--- src/rtl/wildcard_byte_pattern_search_defines.svh ---
// Assertion macros for the wildcard byte pattern search block.
// Used by the top level; expects clk and rst_n in scope.
`ifndef WILDCARD_BYTE_PATTERN_SEARCH_DEFINES_SVH
`define WILDCARD_BYTE_PATTERN_SEARCH_DEFINES_SVH

// Same-cycle implication, disabled during reset.
`define WBPS_ASSERT_NOW(label, ante, cons) \
    label: assert property (@(posedge clk) disable iff (!rst_n) (ante) |-> (cons)) \
        else $error("wbps: check failed");

// Next-cycle implication, disabled during reset.
`define WBPS_ASSERT_NEXT(label, ante, cons) \
    label: assert property (@(posedge clk) disable iff (!rst_n) (ante) |=> (cons)) \
        else $error("wbps: check failed");

`endif

--- src/rtl/wbps_pkg.sv ---
// Package for the wildcard byte pattern search block: sizes, register codes,
// the per-cell reference type and the pattern alignment function.
// No dependencies.
package wbps_pkg;

    localparam int PATTERN_BYTES = 16;
    localparam int REG_BYTES     = 16;
    localparam int OFFSET_W      = 32;
    localparam int ADDR_W        = 64;
    localparam int LEN_W         = 5;
    localparam int CFG_IDX_W     = 3;
    localparam int CFG_DATA_W    = 64;
    localparam int SEL_W         = $clog2(REG_BYTES);

    typedef enum logic [CFG_IDX_W-1:0] {
        CFG_PAT_LOW  = 3'd0,
        CFG_PAT_HIGH = 3'd1,
        CFG_CARE     = 3'd2,
        CFG_LEN      = 3'd3,
        CFG_BASE     = 3'd4
    } cfg_idx_t;

    // Expected byte and care flag seen by one window cell.
    typedef struct packed {
        logic [7:0] value;
        logic       care;
    } cell_ref_t;

    // Cell k holds the byte that pattern byte (len - 1 - k) is compared with.
    function automatic cell_ref_t cell_ref(
        input logic [8*REG_BYTES-1:0] pat,
        input logic [REG_BYTES-1:0]   care,
        input logic [LEN_W-1:0]       len,
        input int                     k
    );
        cell_ref_t        r;
        int               j;
        logic [SEL_W-1:0] sel;
        j       = int'(len) - 1 - k;
        sel     = j[SEL_W-1:0];
        r.value = 8'd0;
        r.care  = 1'b0;
        if (j >= 0 && j < REG_BYTES)
        begin
            r.value = pat[8*sel +: 8];
            r.care  = care[sel];
        end
        return r;
    endfunction

endpackage

--- src/rtl/wbps_in_if.sv ---
// Input channel of the wildcard byte pattern search block.
// Uses wbps_pkg for nothing; valid/ready handshake with byte payload.
interface wbps_in_if;
    logic       valid;
    logic       ready;
    logic [7:0] data_byte;
    logic       last_byte;

    modport source (output valid, output data_byte, output last_byte, input ready);
    modport sink   (input valid, input data_byte, input last_byte, output ready);
endinterface

--- src/rtl/wbps_out_if.sv ---
// Result channel of the wildcard byte pattern search block.
// Depends on wbps_pkg for the address width.
interface wbps_out_if;
    logic                       valid;
    logic                       ready;
    logic                       found;
    logic [wbps_pkg::ADDR_W-1:0] match_address;

    modport source (output valid, output found, output match_address, input ready);
    modport sink   (input valid, input found, input match_address, output ready);
endinterface

--- src/rtl/wildcard_byte_pattern_search.sv ---
// Wildcard byte pattern search, top level.
// Bytes register into the window and stage 1; results then into the output register.
// Throughput: one byte per cycle while the output side takes results; the window
// chain shifts one byte per cycle and the compare runs on the registered window.
// Reset (rst_n low, asynchronous) zeroes all configuration registers, empties the
// pipeline and starts a fresh scan; there is no clearing pass.
`include "wildcard_byte_pattern_search_defines.svh"

module wildcard_byte_pattern_search (
    input  logic                                clk,
    input  logic                                rst_n,
    input  logic                                cfg_we,
    input  logic [wbps_pkg::CFG_IDX_W-1:0]      cfg_index,
    input  logic [wbps_pkg::CFG_DATA_W-1:0]     cfg_data,
    wbps_in_if.sink                             in_ch,
    wbps_out_if.source                          out_ch
);

    localparam int PB = wbps_pkg::PATTERN_BYTES;
    localparam int OW = wbps_pkg::OFFSET_W;
    localparam int AW = wbps_pkg::ADDR_W;
    localparam int RB = wbps_pkg::REG_BYTES;

    // ---------------------------------------------------------------
    // Configuration registers
    // ---------------------------------------------------------------
    logic [8*RB/2-1:0]            pat_low_reg;
    logic [8*RB/2-1:0]            pat_high_reg;
    logic [RB-1:0]                care_reg;
    logic [wbps_pkg::LEN_W-1:0]   len_reg;
    logic [AW-1:0]                base_reg;

    always_ff @(posedge clk or negedge rst_n)
    begin
        if (!rst_n)
        begin
            pat_low_reg  <= '0;
            pat_high_reg <= '0;
            care_reg     <= '0;
            len_reg      <= '0;
            base_reg     <= '0;
        end
        else if (cfg_we)
        begin
            case (cfg_index)
                wbps_pkg::CFG_PAT_LOW:  pat_low_reg  <= cfg_data[8*RB/2-1:0];
                wbps_pkg::CFG_PAT_HIGH: pat_high_reg <= cfg_data[8*RB/2-1:0];
                wbps_pkg::CFG_CARE:     care_reg     <= cfg_data[RB-1:0];
                wbps_pkg::CFG_LEN:      len_reg      <= cfg_data[wbps_pkg::LEN_W-1:0];
                wbps_pkg::CFG_BASE:     base_reg     <= cfg_data[AW-1:0];
                default:                ;  // unknown index: drop the write
            endcase
        end
    end

    // ---------------------------------------------------------------
    // Handshake and pipeline control
    // ---------------------------------------------------------------
    logic           s1_valid_reg, s1_valid_next;
    logic           s1_last_reg,  s1_last_next;
    logic           s1_ok_reg,    s1_ok_next;
    logic [OW-1:0]  s1_start_reg, s1_start_next;
    logic           restart_reg,  restart_next;
    logic [OW-1:0]  offset_reg,   offset_next;
    logic           done_reg,     done_next;
    logic           out_valid_reg, out_valid_next;
    logic           found_reg,    found_next;
    logic [AW-1:0]  addr_reg,     addr_next;

    logic           in_xfer;
    logic           out_free;
    logic           s1_match;
    logic           s1_emit;
    logic           s1_adv;
    logic [OW-1:0]  cur_offset;
    logic [OW-1:0]  len_ext;

    // Window cells, entry 0 newest.
    logic [7:0]               cell_byte [PB];
    logic [PB-1:0]            cell_hit;
    wbps_pkg::cell_ref_t      cell_refs [PB];

    // Result is produced when the scan is still open and either matches
    // or ends here; matched scans drop the rest of their bytes silently.
    assign s1_match = s1_ok_reg && (&cell_hit);
    assign s1_emit  = !done_reg && (s1_match || s1_last_reg);
    assign out_free = !out_valid_reg || out_ch.ready;
    assign s1_adv   = s1_valid_reg && (!s1_emit || out_free);

    assign in_ch.ready = !s1_valid_reg || s1_adv;
    assign in_xfer     = in_ch.valid && in_ch.ready;

    // ---------------------------------------------------------------
    // Cell chain
    // ---------------------------------------------------------------
    genvar k;
    generate
        for (k = 0; k < PB; k++)
        begin : g_cell
            assign cell_refs[k] = wbps_pkg::cell_ref({pat_high_reg, pat_low_reg},
                                                     care_reg, len_reg, k);
            if (k == 0)
            begin : g_head
                wbps_cell u_cell (
                    .clk      (clk),
                    .shift    (in_xfer),
                    .clear    (1'b0),
                    .byte_in  (in_ch.data_byte),
                    .ref_in   (cell_refs[k]),
                    .byte_out (cell_byte[k]),
                    .hit      (cell_hit[k])
                );
            end
            else
            begin : g_body
                // First byte of a new scan shifts into an all-zero window.
                wbps_cell u_cell (
                    .clk      (clk),
                    .shift    (in_xfer),
                    .clear    (restart_reg),
                    .byte_in  (cell_byte[k-1]),
                    .ref_in   (cell_refs[k]),
                    .byte_out (cell_byte[k]),
                    .hit      (cell_hit[k])
                );
            end
        end
    endgenerate

    // ---------------------------------------------------------------
    // Stage 1: offset tracking and match start position
    // ---------------------------------------------------------------
    assign cur_offset = restart_reg ? '0 : offset_reg;
    assign len_ext    = OW'(len_reg);

    always_comb
    begin
        s1_valid_next = s1_valid_reg;
        s1_last_next  = s1_last_reg;
        s1_ok_next    = s1_ok_reg;
        s1_start_next = s1_start_reg;
        restart_next  = restart_reg;
        offset_next   = offset_reg;
        if (s1_adv)
        begin
            s1_valid_next = 1'b0;
        end
        if (in_xfer)
        begin
            s1_valid_next = 1'b1;
            s1_last_next  = in_ch.last_byte;
            // Pattern fits in the window and enough bytes have arrived.
            s1_ok_next    = (len_reg != '0) && (len_ext <= OW'(PB))
                            && (cur_offset >= len_ext - OW'(1));
            s1_start_next = cur_offset - (len_ext - OW'(1));
            restart_next  = in_ch.last_byte;
            // Saturate the offset at its maximum.
            offset_next   = (&cur_offset) ? cur_offset : cur_offset + OW'(1);
        end
    end

    // ---------------------------------------------------------------
    // Stage 2: match decision and output register
    // ---------------------------------------------------------------
    always_comb
    begin
        out_valid_next = out_valid_reg;
        found_next     = found_reg;
        addr_next      = addr_reg;
        done_next      = done_reg;
        if (out_valid_reg && out_ch.ready)
        begin
            out_valid_next = 1'b0;
        end
        if (s1_adv)
        begin
            if (s1_emit)
            begin
                out_valid_next = 1'b1;
                found_next     = s1_match;
                addr_next      = s1_match ? base_reg + AW'(s1_start_reg) : '0;
            end
            // Hold the done flag until the scan's last byte passes.
            if (done_reg || s1_match)
            begin
                done_next = !s1_last_reg;
            end
        end
    end

    always_ff @(posedge clk or negedge rst_n)
    begin
        if (!rst_n)
        begin
            s1_valid_reg  <= 1'b0;
            restart_reg   <= 1'b1;
            offset_reg    <= '0;
            done_reg      <= 1'b0;
            out_valid_reg <= 1'b0;
        end
        else
        begin
            s1_valid_reg  <= s1_valid_next;
            restart_reg   <= restart_next;
            offset_reg    <= offset_next;
            done_reg      <= done_next;
            out_valid_reg <= out_valid_next;
        end
    end

    always_ff @(posedge clk)
    begin
        s1_last_reg  <= s1_last_next;
        s1_ok_reg    <= s1_ok_next;
        s1_start_reg <= s1_start_next;
        found_reg    <= found_next;
        addr_reg     <= addr_next;
    end

    assign out_ch.valid         = out_valid_reg;
    assign out_ch.found         = found_reg;
    assign out_ch.match_address = addr_reg;

    // ---------------------------------------------------------------
    // Assertions
    // ---------------------------------------------------------------
    `WBPS_ASSERT_NOW(a_nomatch_zero_addr, out_valid_reg && !found_reg, addr_reg == '0)
    `WBPS_ASSERT_NEXT(a_last_restarts, in_xfer && in_ch.last_byte, restart_reg && offset_reg == '0 || restart_reg)
    `WBPS_ASSERT_NEXT(a_match_closes_scan, s1_adv && s1_emit && s1_match && !s1_last_reg, done_reg)
    `WBPS_ASSERT_NOW(a_done_no_emit, done_reg && s1_valid_reg, !s1_emit)

endmodule

--- src/rtl/wbps_cell.sv ---
// One window cell: holds one byte, passes it to its neighbor on shift,
// and compares it with its aligned pattern byte. Depends on wbps_pkg.
module wbps_cell (
    input  logic                clk,
    input  logic                shift,
    input  logic                clear,
    input  logic [7:0]          byte_in,
    input  wbps_pkg::cell_ref_t ref_in,
    output logic [7:0]          byte_out,
    output logic                hit
);

    logic [7:0] byte_reg;
    logic [7:0] byte_next;

    always_comb
    begin
        byte_next = byte_reg;
        if (shift)
        begin
            byte_next = clear ? 8'd0 : byte_in;
        end
    end

    always_ff @(posedge clk)
    begin
        byte_reg <= byte_next;
    end

    assign byte_out = byte_reg;
    assign hit      = !ref_in.care || (byte_reg == ref_in.value);

endmodule
--- src/flat_wrapper.sv ---
// flat-port wrapper written by rule: the top's interface ports become plain ports
module wildcard_byte_pattern_search_flat 
  (clk, rst_n, cfg_we, cfg_index, cfg_data, in_ch_valid, in_ch_data_byte, in_ch_last_byte, in_ch_ready, out_ch_valid, out_ch_found, out_ch_match_address, out_ch_ready);
  wbps_in_if in_ch_i ();
  wbps_out_if out_ch_i ();
  input  logic clk;
  input  logic rst_n;
  input  logic cfg_we;
  input  logic [wbps_pkg::CFG_IDX_W-1:0] cfg_index;
  input  logic [wbps_pkg::CFG_DATA_W-1:0] cfg_data;
  input wire logic [$bits(in_ch_i.valid)-1:0] in_ch_valid;
  input wire logic [$bits(in_ch_i.data_byte)-1:0] in_ch_data_byte;
  input wire logic [$bits(in_ch_i.last_byte)-1:0] in_ch_last_byte;
  output wire logic [$bits(in_ch_i.ready)-1:0] in_ch_ready;
  output wire logic [$bits(out_ch_i.valid)-1:0] out_ch_valid;
  output wire logic [$bits(out_ch_i.found)-1:0] out_ch_found;
  output wire logic [$bits(out_ch_i.match_address)-1:0] out_ch_match_address;
  input wire logic [$bits(out_ch_i.ready)-1:0] out_ch_ready;
  assign in_ch_i.valid = in_ch_valid;
  assign in_ch_i.data_byte = in_ch_data_byte;
  assign in_ch_i.last_byte = in_ch_last_byte;
  assign in_ch_ready = in_ch_i.ready;
  assign out_ch_valid = out_ch_i.valid;
  assign out_ch_found = out_ch_i.found;
  assign out_ch_match_address = out_ch_i.match_address;
  assign out_ch_i.ready = out_ch_ready;
  wildcard_byte_pattern_search u_core (.clk(clk), .rst_n(rst_n), .cfg_we(cfg_we), .cfg_index(cfg_index), .cfg_data(cfg_data), .in_ch(in_ch_i), .out_ch(out_ch_i));
endmodule
--- config.mk ---
export PLATFORM = sky130hd
export DESIGN_NAME = wildcard_byte_pattern_search_flat
export DESIGN_NICKNAME = d
export VERILOG_FILES = /design/src/rtl/wbps_pkg.sv /design/src/rtl/wbps_in_if.sv /design/src/rtl/wbps_out_if.sv /design/src/rtl/wildcard_byte_pattern_search.sv /design/src/rtl/wbps_cell.sv /design/src/flat_wrapper.sv
export VERILOG_INCLUDE_DIRS = /design/src /design/src/rtl
export SDC_FILE = /design/constraint.sdc
export NUM_CORES = 1
export LEC_CHECK = 0
export ABC_AREA = 1
export ABC_CLOCK_PERIOD_IN_PS = 13400
export BUFFER_PORTS_ARGS = -buffer_cell sky130_fd_sc_hd__buf_2
export CAP_MARGIN = 15
export CORE_AREA = 5 5 305 307
export CTS_CLUSTER_DIAMETER = 30
export DETAILED_ROUTE_END_ITERATION = 10
export DIE_AREA = 0 0 310 312
export GPL_TIMING_DRIVEN = 0
export SLEW_MARGIN = 20
export SYNTH_ARGS = -nofsm -noshare
export SYNTH_HDL_FRONTEND = slang
export SYNTH_SLANG_ARGS = --single-unit
--- constraint.sdc ---
create_clock -name clk -period 13.4 [get_ports clk]
set_input_delay 2.01 -clock clk [delete_from_list [all_inputs] [get_ports clk]]
set_output_delay 2.01 -clock clk [all_outputs]
set_load 0.01 [all_outputs]
-- Word level (Yosys, flattened, before mapping)
Cells that the tools add are included.
Widths: inputs -> output; s select.
- add/subtract/negate cells: 20
- $mul: 0
- divide/modulo/power cells: 0
- magnitude comparators: 50
- eq/ne operators: 20
- shift operators: 16
- multiplexer cells: 55
- bitwise gates (word level): 0
- reduce and logical (&&, ||, !) cells: 77
- operators by type and width (cell ; number):
    $shiftx 128x8->8 ; 16
    $ge 32x1->1 const B ; 16
    $lt 32x6->1 const B ; 16
    $sub 32x5->32 const B ; 8
    $mux 9 ; 16
    $eq 8x8->1 ; 16
    $sub 32x4->32 const B ; 4
    $lt 4x5->1 const B ; 16
    $add 64x32->64 ; 1
    $bmux 1 s4 ; 16
    $mux 32 ; 2
    $sub 32x3->32 const B ; 2
    $add 32x1->32 const B ; 1
    $ge 32x32->1 ; 1
    $reduce_and 32->1 ; 1
    $sub 32x2->32 const B ; 1
    $sub 32x32->32 ; 1
    $logic_and 1x1->1 ; 23
    $logic_not 1->1 ; 21
    $logic_or 1x1->1 ; 21
    $mux 1 ; 21
    $reduce_and 16->1 ; 1
    $reduce_and 2->1 ; 7
    $sub 5x1->6 const B ; 2
    other kinds (7) ; 8
- bits in registers: 476
- latch bits: 0
- bits in writable memories: 0
- ROM bits: 0
- input bits: 81
- output and inout bits: 67
- word-level logic and storage cells: 269
- memories: 0

-- Depth between registers and ports, before layout
- word-level depth: 17
- mapped depth: 46

-- Hierarchy
From an unflattened synthesis, not the netlist that was laid out.
- cells, all modules: 5168
- area total of the unflattened synthesis: 34254.1 µm²
- modules (own cells, without submodules) (module ; instances ; cells each ; area an instance (µm²) ; seq. area each (µm²)):
    wildcard_byte_pattern_search ; 1 ; 4192 ; 26967.1 ; 9205.1
    wbps_cell ; 16 ; 61 ; 455.4 ; 240.2

-- Least setup slack after synthesis
OpenSTA, ideal clock, no wires.
- kind: register to register
- start: register u_core.len_reg[0] (netlist bit)
- end: register u_core.g_cell[0].g_head.u_cell.byte_reg[0], enable pin
- library setup time: 0.515 ns
- arrival: 8.955 ns
- data required time: 12.885 ns
- path slack: 3.930 ns
- stages on the path, launching flop included: 33
- path through: dfrtp_1 -> inv_2 -> buf_2 -> buf_1 -> buf_1 -> nand3_1 -> ha_1 -> o21ai_4 -> buf_4 -> ha_1 -> inv_1 -> nand2_1 -> nor2_1 -> nand3_1 -> nor2_1 -> nand2_1 -> nor2_2 -> buf_2 -> nand4_1 -> nand2_1 -> nor2_1 -> nand2_1 -> nor2_1 -> nor2_1 -> nor2_1 -> nand2_1 -> nor2_1 -> nand2_2 -> nand2_2 -> nand4_4 -> nand2_4 -> buf_6 -> inv_1
- word-level cells in the longest chain between the ends: 16
- elaborated cells on any way between the ends: 185
- those cells by class: add/sub (16); order compare (32); eq/ne (16); shift (16); mux (48); reduce/logical (57)
- ends and longest elaborated chain (what ; RTL line ; text):
    start, declared ; wildcard_byte_pattern_search.sv:30 ; logic [wbps_pkg::LEN_W-1:0] len_reg;
    start signal, assigned ; wildcard_byte_pattern_search.sv:49 ; wbps_pkg::CFG_LEN: len_reg <= cfg_data[wbps_pkg::LEN_W-1:0];
    $sub 5x1->6 (*) ; wbps_pkg.sv:39 ; j = int'(len) - 1 - k;
    $sub 32x5->32 (tied with other cells) ; wbps_pkg.sv:39 ;
    $ge 32x1->1 (tied with other cells) ; wbps_pkg.sv:43 ; if (j >= 0 && j < REG_BYTES)
    $logic_and 1x1->1 or $mux 1 (tied branches) ; wbps_pkg.sv:43, wbps_pkg.sv:46 ;
    $mux 9 ; wbps_pkg.sv:43 ;
    $eq 8x8->1 or $logic_not 1->1 (tied branches) ; wbps_cell.sv:31 ; assign hit = !ref_in.care || (byte_reg == ref_in.value);
    $logic_or 1x1->1 ; wbps_cell.sv:31 ;
    $reduce_and 16->1 (*) ; wildcard_byte_pattern_search.sv:85 ; assign s1_match = s1_ok_reg && (&cell_hit);
    $logic_and 1x1->1 (*) ; wildcard_byte_pattern_search.sv:85 ;
    $logic_or 1x1->1 (*) ; wildcard_byte_pattern_search.sv:86 ; assign s1_emit = !done_reg && (s1_match || s1_last_reg);
    $logic_and 1x1->1 (*) ; wildcard_byte_pattern_search.sv:86 ;
    $logic_not 1->1 (*) ; wildcard_byte_pattern_search.sv:88 ; assign s1_adv = s1_valid_reg && (!s1_emit || out_free);
    $logic_or 1x1->1 (*) ; wildcard_byte_pattern_search.sv:88 ;
    $logic_and 1x1->1 (*) ; wildcard_byte_pattern_search.sv:88 ;
    $logic_or 1x1->1 (*) ; wildcard_byte_pattern_search.sv:90 ; assign in_ch.ready = !s1_valid_reg || s1_adv;
    $logic_and 1x1->1 (*) ; wildcard_byte_pattern_search.sv:91 ; assign in_xfer = in_ch.valid && in_ch.ready;
    named net u_core.g_cell[0].g_head.u_cell.shift ; wbps_cell.sv:5 ; input logic shift,
    end signal, assigned ; wbps_cell.sv:27 ; byte_reg <= byte_next;
    end, declared ; wbps_cell.sv:13 ; logic [7:0] byte_reg;
The timed path passes the listed nets; every way through them passes the cells marked *. The select of a mux whose other input is x is not followed.
A chain may end at the register's enable or synchronous reset.

-- Worst setup path in the final report
- start: register u_core.len_reg[0] (netlist bit)
- end: output port in_ch_ready
- word-level cells in the longest chain between the ends: 15
- elaborated cells on any way between the ends: 184
- those cells by class: add/sub (16); order compare (32); eq/ne (16); shift (16); mux (48); reduce/logical (56)
- ends and longest elaborated chain (what ; RTL line ; text):
    $sub 5x1->6 (*) ; wbps_pkg.sv:39 ;
    $sub 32x5->32 (tied with other cells) ; wbps_pkg.sv:39 ;
    $ge 32x1->1 (tied with other cells) ; wbps_pkg.sv:43 ;
    $logic_and 1x1->1 or $mux 1 (tied branches) ; wbps_pkg.sv:43, wbps_pkg.sv:46 ;
    $mux 9 ; wbps_pkg.sv:43 ;
    $eq 8x8->1 or $logic_not 1->1 (tied branches) ; wbps_cell.sv:31 ;
    $logic_or 1x1->1 ; wbps_cell.sv:31 ;
    $reduce_and 16->1 (*) ; wildcard_byte_pattern_search.sv:85 ;
    $logic_and 1x1->1 (*) ; wildcard_byte_pattern_search.sv:85 ;
    $logic_or 1x1->1 (*) ; wildcard_byte_pattern_search.sv:86 ;
    $logic_and 1x1->1 (*) ; wildcard_byte_pattern_search.sv:86 ;
    $logic_not 1->1 (*) ; wildcard_byte_pattern_search.sv:88 ;
    $logic_or 1x1->1 (*) ; wildcard_byte_pattern_search.sv:88 ;
    $logic_and 1x1->1 (*) ; wildcard_byte_pattern_search.sv:88 ;
    $logic_or 1x1->1 (*) ; wildcard_byte_pattern_search.sv:90 ;
    end, declared ; flat_wrapper.sv:14 ; output wire logic [$bits(in_ch_i.ready)-1:0] in_ch_ready;
Mark *: on every way between the ends. The rest lies on a longest branch, timed or not. The select of a mux whose other input is x is not followed.

==> results.py <==
metrics = {
    "clock_network": {
        "clock-root-buffer": "clkbuf_16",
        "cts.hold.buffers_added": 0,
        "clock_path_buffers": 3,
        "clk_latency_ns": 0.72,
        "tritoncts": "yes",
        "cts_buffers": 120,
        "clock_sinks": 476,
        "htreeDepth": 3,
        "clk_pin_slew_worst_paths_ns": 0.05,
    },
    "yosys": {
        "synth_commonest_cells": "2010 x nand2_1, 638 x nand3_1, 571 x inv_1",
        "yosysSeqAreaShare": 0.365,
        "synth_seq_cells": 476,
        "synth-edff-count": 227,
        "syn_area_sq_um": 35700,
        "synth_cells": 5423,
        "ys_top_cells_by_area": "nand2_1 21%, edfxtp_1 19%, dfrtp_1 17%",
        "yosysUniqueCellTypes": 52,
        "yosysWarningCount": 0,
        "synth_top_area_frac": 0.211,
        "synthArstFlopShare": 0.523,
        "yosysMostFrequentCell": "nand2_1",
        "syn_nets": 5638,
        "yosysTopAreaCell": "nand2_1",
        "synthFlopType": "dfrtp_1",
        "avgSynthCellArea_sq_um": 6.59,
    },
    "critical_path": {
        "worst-setup-path-type": "flop to primary output",
        "cp_common_cell": "nand2_1",
        "crit_buf_inv": 13,
        "slowest_stage": "clkbuf_1",
        "cp_top_family": "buffers and inverters",
        "crit_path_end_kind": "primary output",
        "required_ns": 11.39,
        "reg2reg_from": "u_core.len_reg[0]$_DFFE_PN0P_",
        "rrSetupSlack_ns": 2.17,
        "critPathArrivalTime_ns": 10.77,
        "cpPeakStageDelay_ns": 0.73,
        "cp-start-kind": "flop",
        "crit_fanout": 17,
        "r2r.worst_path.cells": 39,
        "r2r-end": "u_core.g_cell[5].g_body.u_cell.byte_out[4]$_SDFFCE_PP0P_",
    },
    "placed_design": {
        "dp_slack_ns": 1.30,
        "io_buffers": 146,
        "dp_hpwl_um": 146000,
        "routabilityCongestion": 1.09,
        "place_inst": 6751,
    },
    "timing": {
        "setup_ws_ns": 0.624,
        "fin_worst_skew_ns": 0.0829,
        "tightest_slew_ns": 1.39,
        "timing_hold_violations_final": 0,
        "fin_tns_setup_ns": 0,
        "finalCritPeriodShare": 0.953,
        "max_freq_mhz": 78.3,
        "rsz0062_at_grt": "false",
        "setup_viol": 0,
        "drv_slew": 0,
        "fin_crit_ns": 12.78,
        "max_slew_margin": 0.0607,
    },
    "grt": {
        "grt_overflow": 0,
        "grt_pass1_wl_um": 253000,
        "antenna_found_initial": 5,
        "grt_max_degree": 89,
        "grt_pass1_vias": 35900,
        "grtUsageTotal": 0.361,
    },
    "finish": {
        "final_util": 0.475,
        "nets": 5911,
        "layout-drive-gt1-share": 0.0884,
        "largest_reg_flops": 120,
        "stdcell_count": 6979,
        "syn2layout_area_growth_pct": 19.3,
    },
    "floorplanning": {
        "ios": 148,
        "die_w_um": 310,
        "core_sq_um": 89700,
        "initial_core_util": 0.398,
        "dieArea_sq_um": 96700,
        "num_rows": 110,
        "die_y_um": 312,
    },
    "worst_hold_path": {
        "hold_path_end": "u_core.offset_reg[7]$_DFFE_PN0P_",
        "holdPathStages": 2,
        "min_from": "u_core.offset_reg[7]$_DFFE_PN0P_",
        "hold_class": "flop to flop",
    },
    "detailed_routing": {
        "wl_um": 179000,
        "drt-wirelength-per-cell_um": 25.7,
        "antenna_left": 0,
        "drc": 0,
        "drt_iter0_markers": 4790,
        "first_pass_iters": 6,
        "via_per_inst": 5.55,
        "num_vias": 38700,
    },
    "job": {
        "cap_violations": 0,
    },
    "outcome": {
        "status": "complete, no violations",
    },
    "power": {
        "power_density_nw_per_um2": 231,
        "p_leak_uw": 0.0210,
        "ir_worst_vdd_v": 0.000149,
    },
}
worst max path at each step:
stage | start | endpoint | slack [ns] | depth (start not counted)
floorplan | u_core.len_reg[0]$_DFFE_PN0P_ | u_core.g_cell[0].g_head.u_cell.byte_out[0]$_DFFE_PP_ | 3.93 | 32
global placement | u_core.len_reg[0]$_DFFE_PN0P_ | u_core.g_cell[8].g_body.u_cell.byte_out[0]$_SDFFCE_PP0P_ | -1.71 | 39
detailed placement | u_core.len_reg[0]$_DFFE_PN0P_ | in_ch_ready | 1.30 | 38
CTS | u_core.len_reg[0]$_DFFE_PN0P_ | in_ch_ready | 0.53 | 38
global route | u_core.len_reg[0]$_DFFE_PN0P_ | in_ch_ready | 0.38 | 37
finish | u_core.len_reg[0]$_DFFE_PN0P_ | in_ch_ready | 0.62 | 37
layout by cell type, fill, tap and decap left out, types with 13 or more instances in the layout:
cell           n
nand2_1     2010
nand3_1      637
inv_1        569
nor2_1       511
o21ai_0      341
dfrtp_1      248
edfxtp_1     227
buf_2        216
ha_1         132
clkbuf_16    128
clkbuf_1     116
a21oi_1       95
xor2_1        83
nand4_1       79
nor3_1        41
buf_1         33
xnor2_1       24
or2_2         23
bufinv_16     20
nor4_1        19
clkinvlp_4    17
o211ai_1      15
a41oi_1       15
a31oi_1       15
o21a_1        14
clkinv_2      14
clkbuf_8      13
what timing repair did:
item,in CTS,in global routing
resized for setup,0,0
buffers inserted,0,0
setup endpoints to repair,0,1
final cells by class:
cell class / count / area [sq um]
clock inverters: 77 / 1100
flip-flops and latches: 476 / 13000
well taps: 1176 / 1470
repair buffers: 152 / 891
clock buffers: 150 / 3420
multi-input cells: 4144 / 19600
inverters: 576 / 2170
diodes: 2 / 5.00
plain buffers: 226 / 997
fillers: 9266 / 47100
cell families (layout without fill, tap and decap cells):
kind of cell               count (synthesis)  in the layout  synth area share
and+or+nand+nor                         3366           3366             0.391
buffers and inverters                    803           1181            0.0884
AOI/OAI and AO/OA                        536            536            0.0823
DFF                                      476            476             0.365
adders and majority gates                134            134            0.0473
xor gates and xnor gates                 107            107            0.0262
muxes                                      1              1          0.000280
other                                      0              2                 0
stage by stage:
stage | area [sq um] | total power [uW] | hold slack (ns)
floorplan | 35700 | 4600 | 0.442
global placement | 38000 | 6490 | 0.454
detailed placement | 38100 | 6520 | 0.458
CTS | 42700 | 9720 | 0.469
global route | 42700 | 10300 | 0.481
finish | 42700 | 9850 | 0.466
report_power, final:
| part | leakage (uW) | internal [uW] | total, uW | switching (uW) |
|---|---|---|---|---|
| combinational | 0.0135 | 1120 | 4590 | 3470 |
| clock | 0.00216 | 2190 | 3170 | 978 |
| sequential | 0.00539 | 1840 | 2090 | 251 |
routing by layer:
metal,routed length [um],vias up,track usage,share of wire
met2,76100,1771,0.539,0.42
li1,-,18100,-,-
met5,16,-,0,0.000089
met3,16100,306,0.0767,0.090
met1,79200,18600,0.518,0.44
met4,7730,2,0.128,0.043
worst reg2reg max path, delay by kind of cell, from the launching register on:
family	cells	cell delay [ns]
fa+ha+maj	3	1.21
flops	1	0.41
buf+inv	14	5.01
simple gates	22	4.11
(Power assumes the default switching activity.)
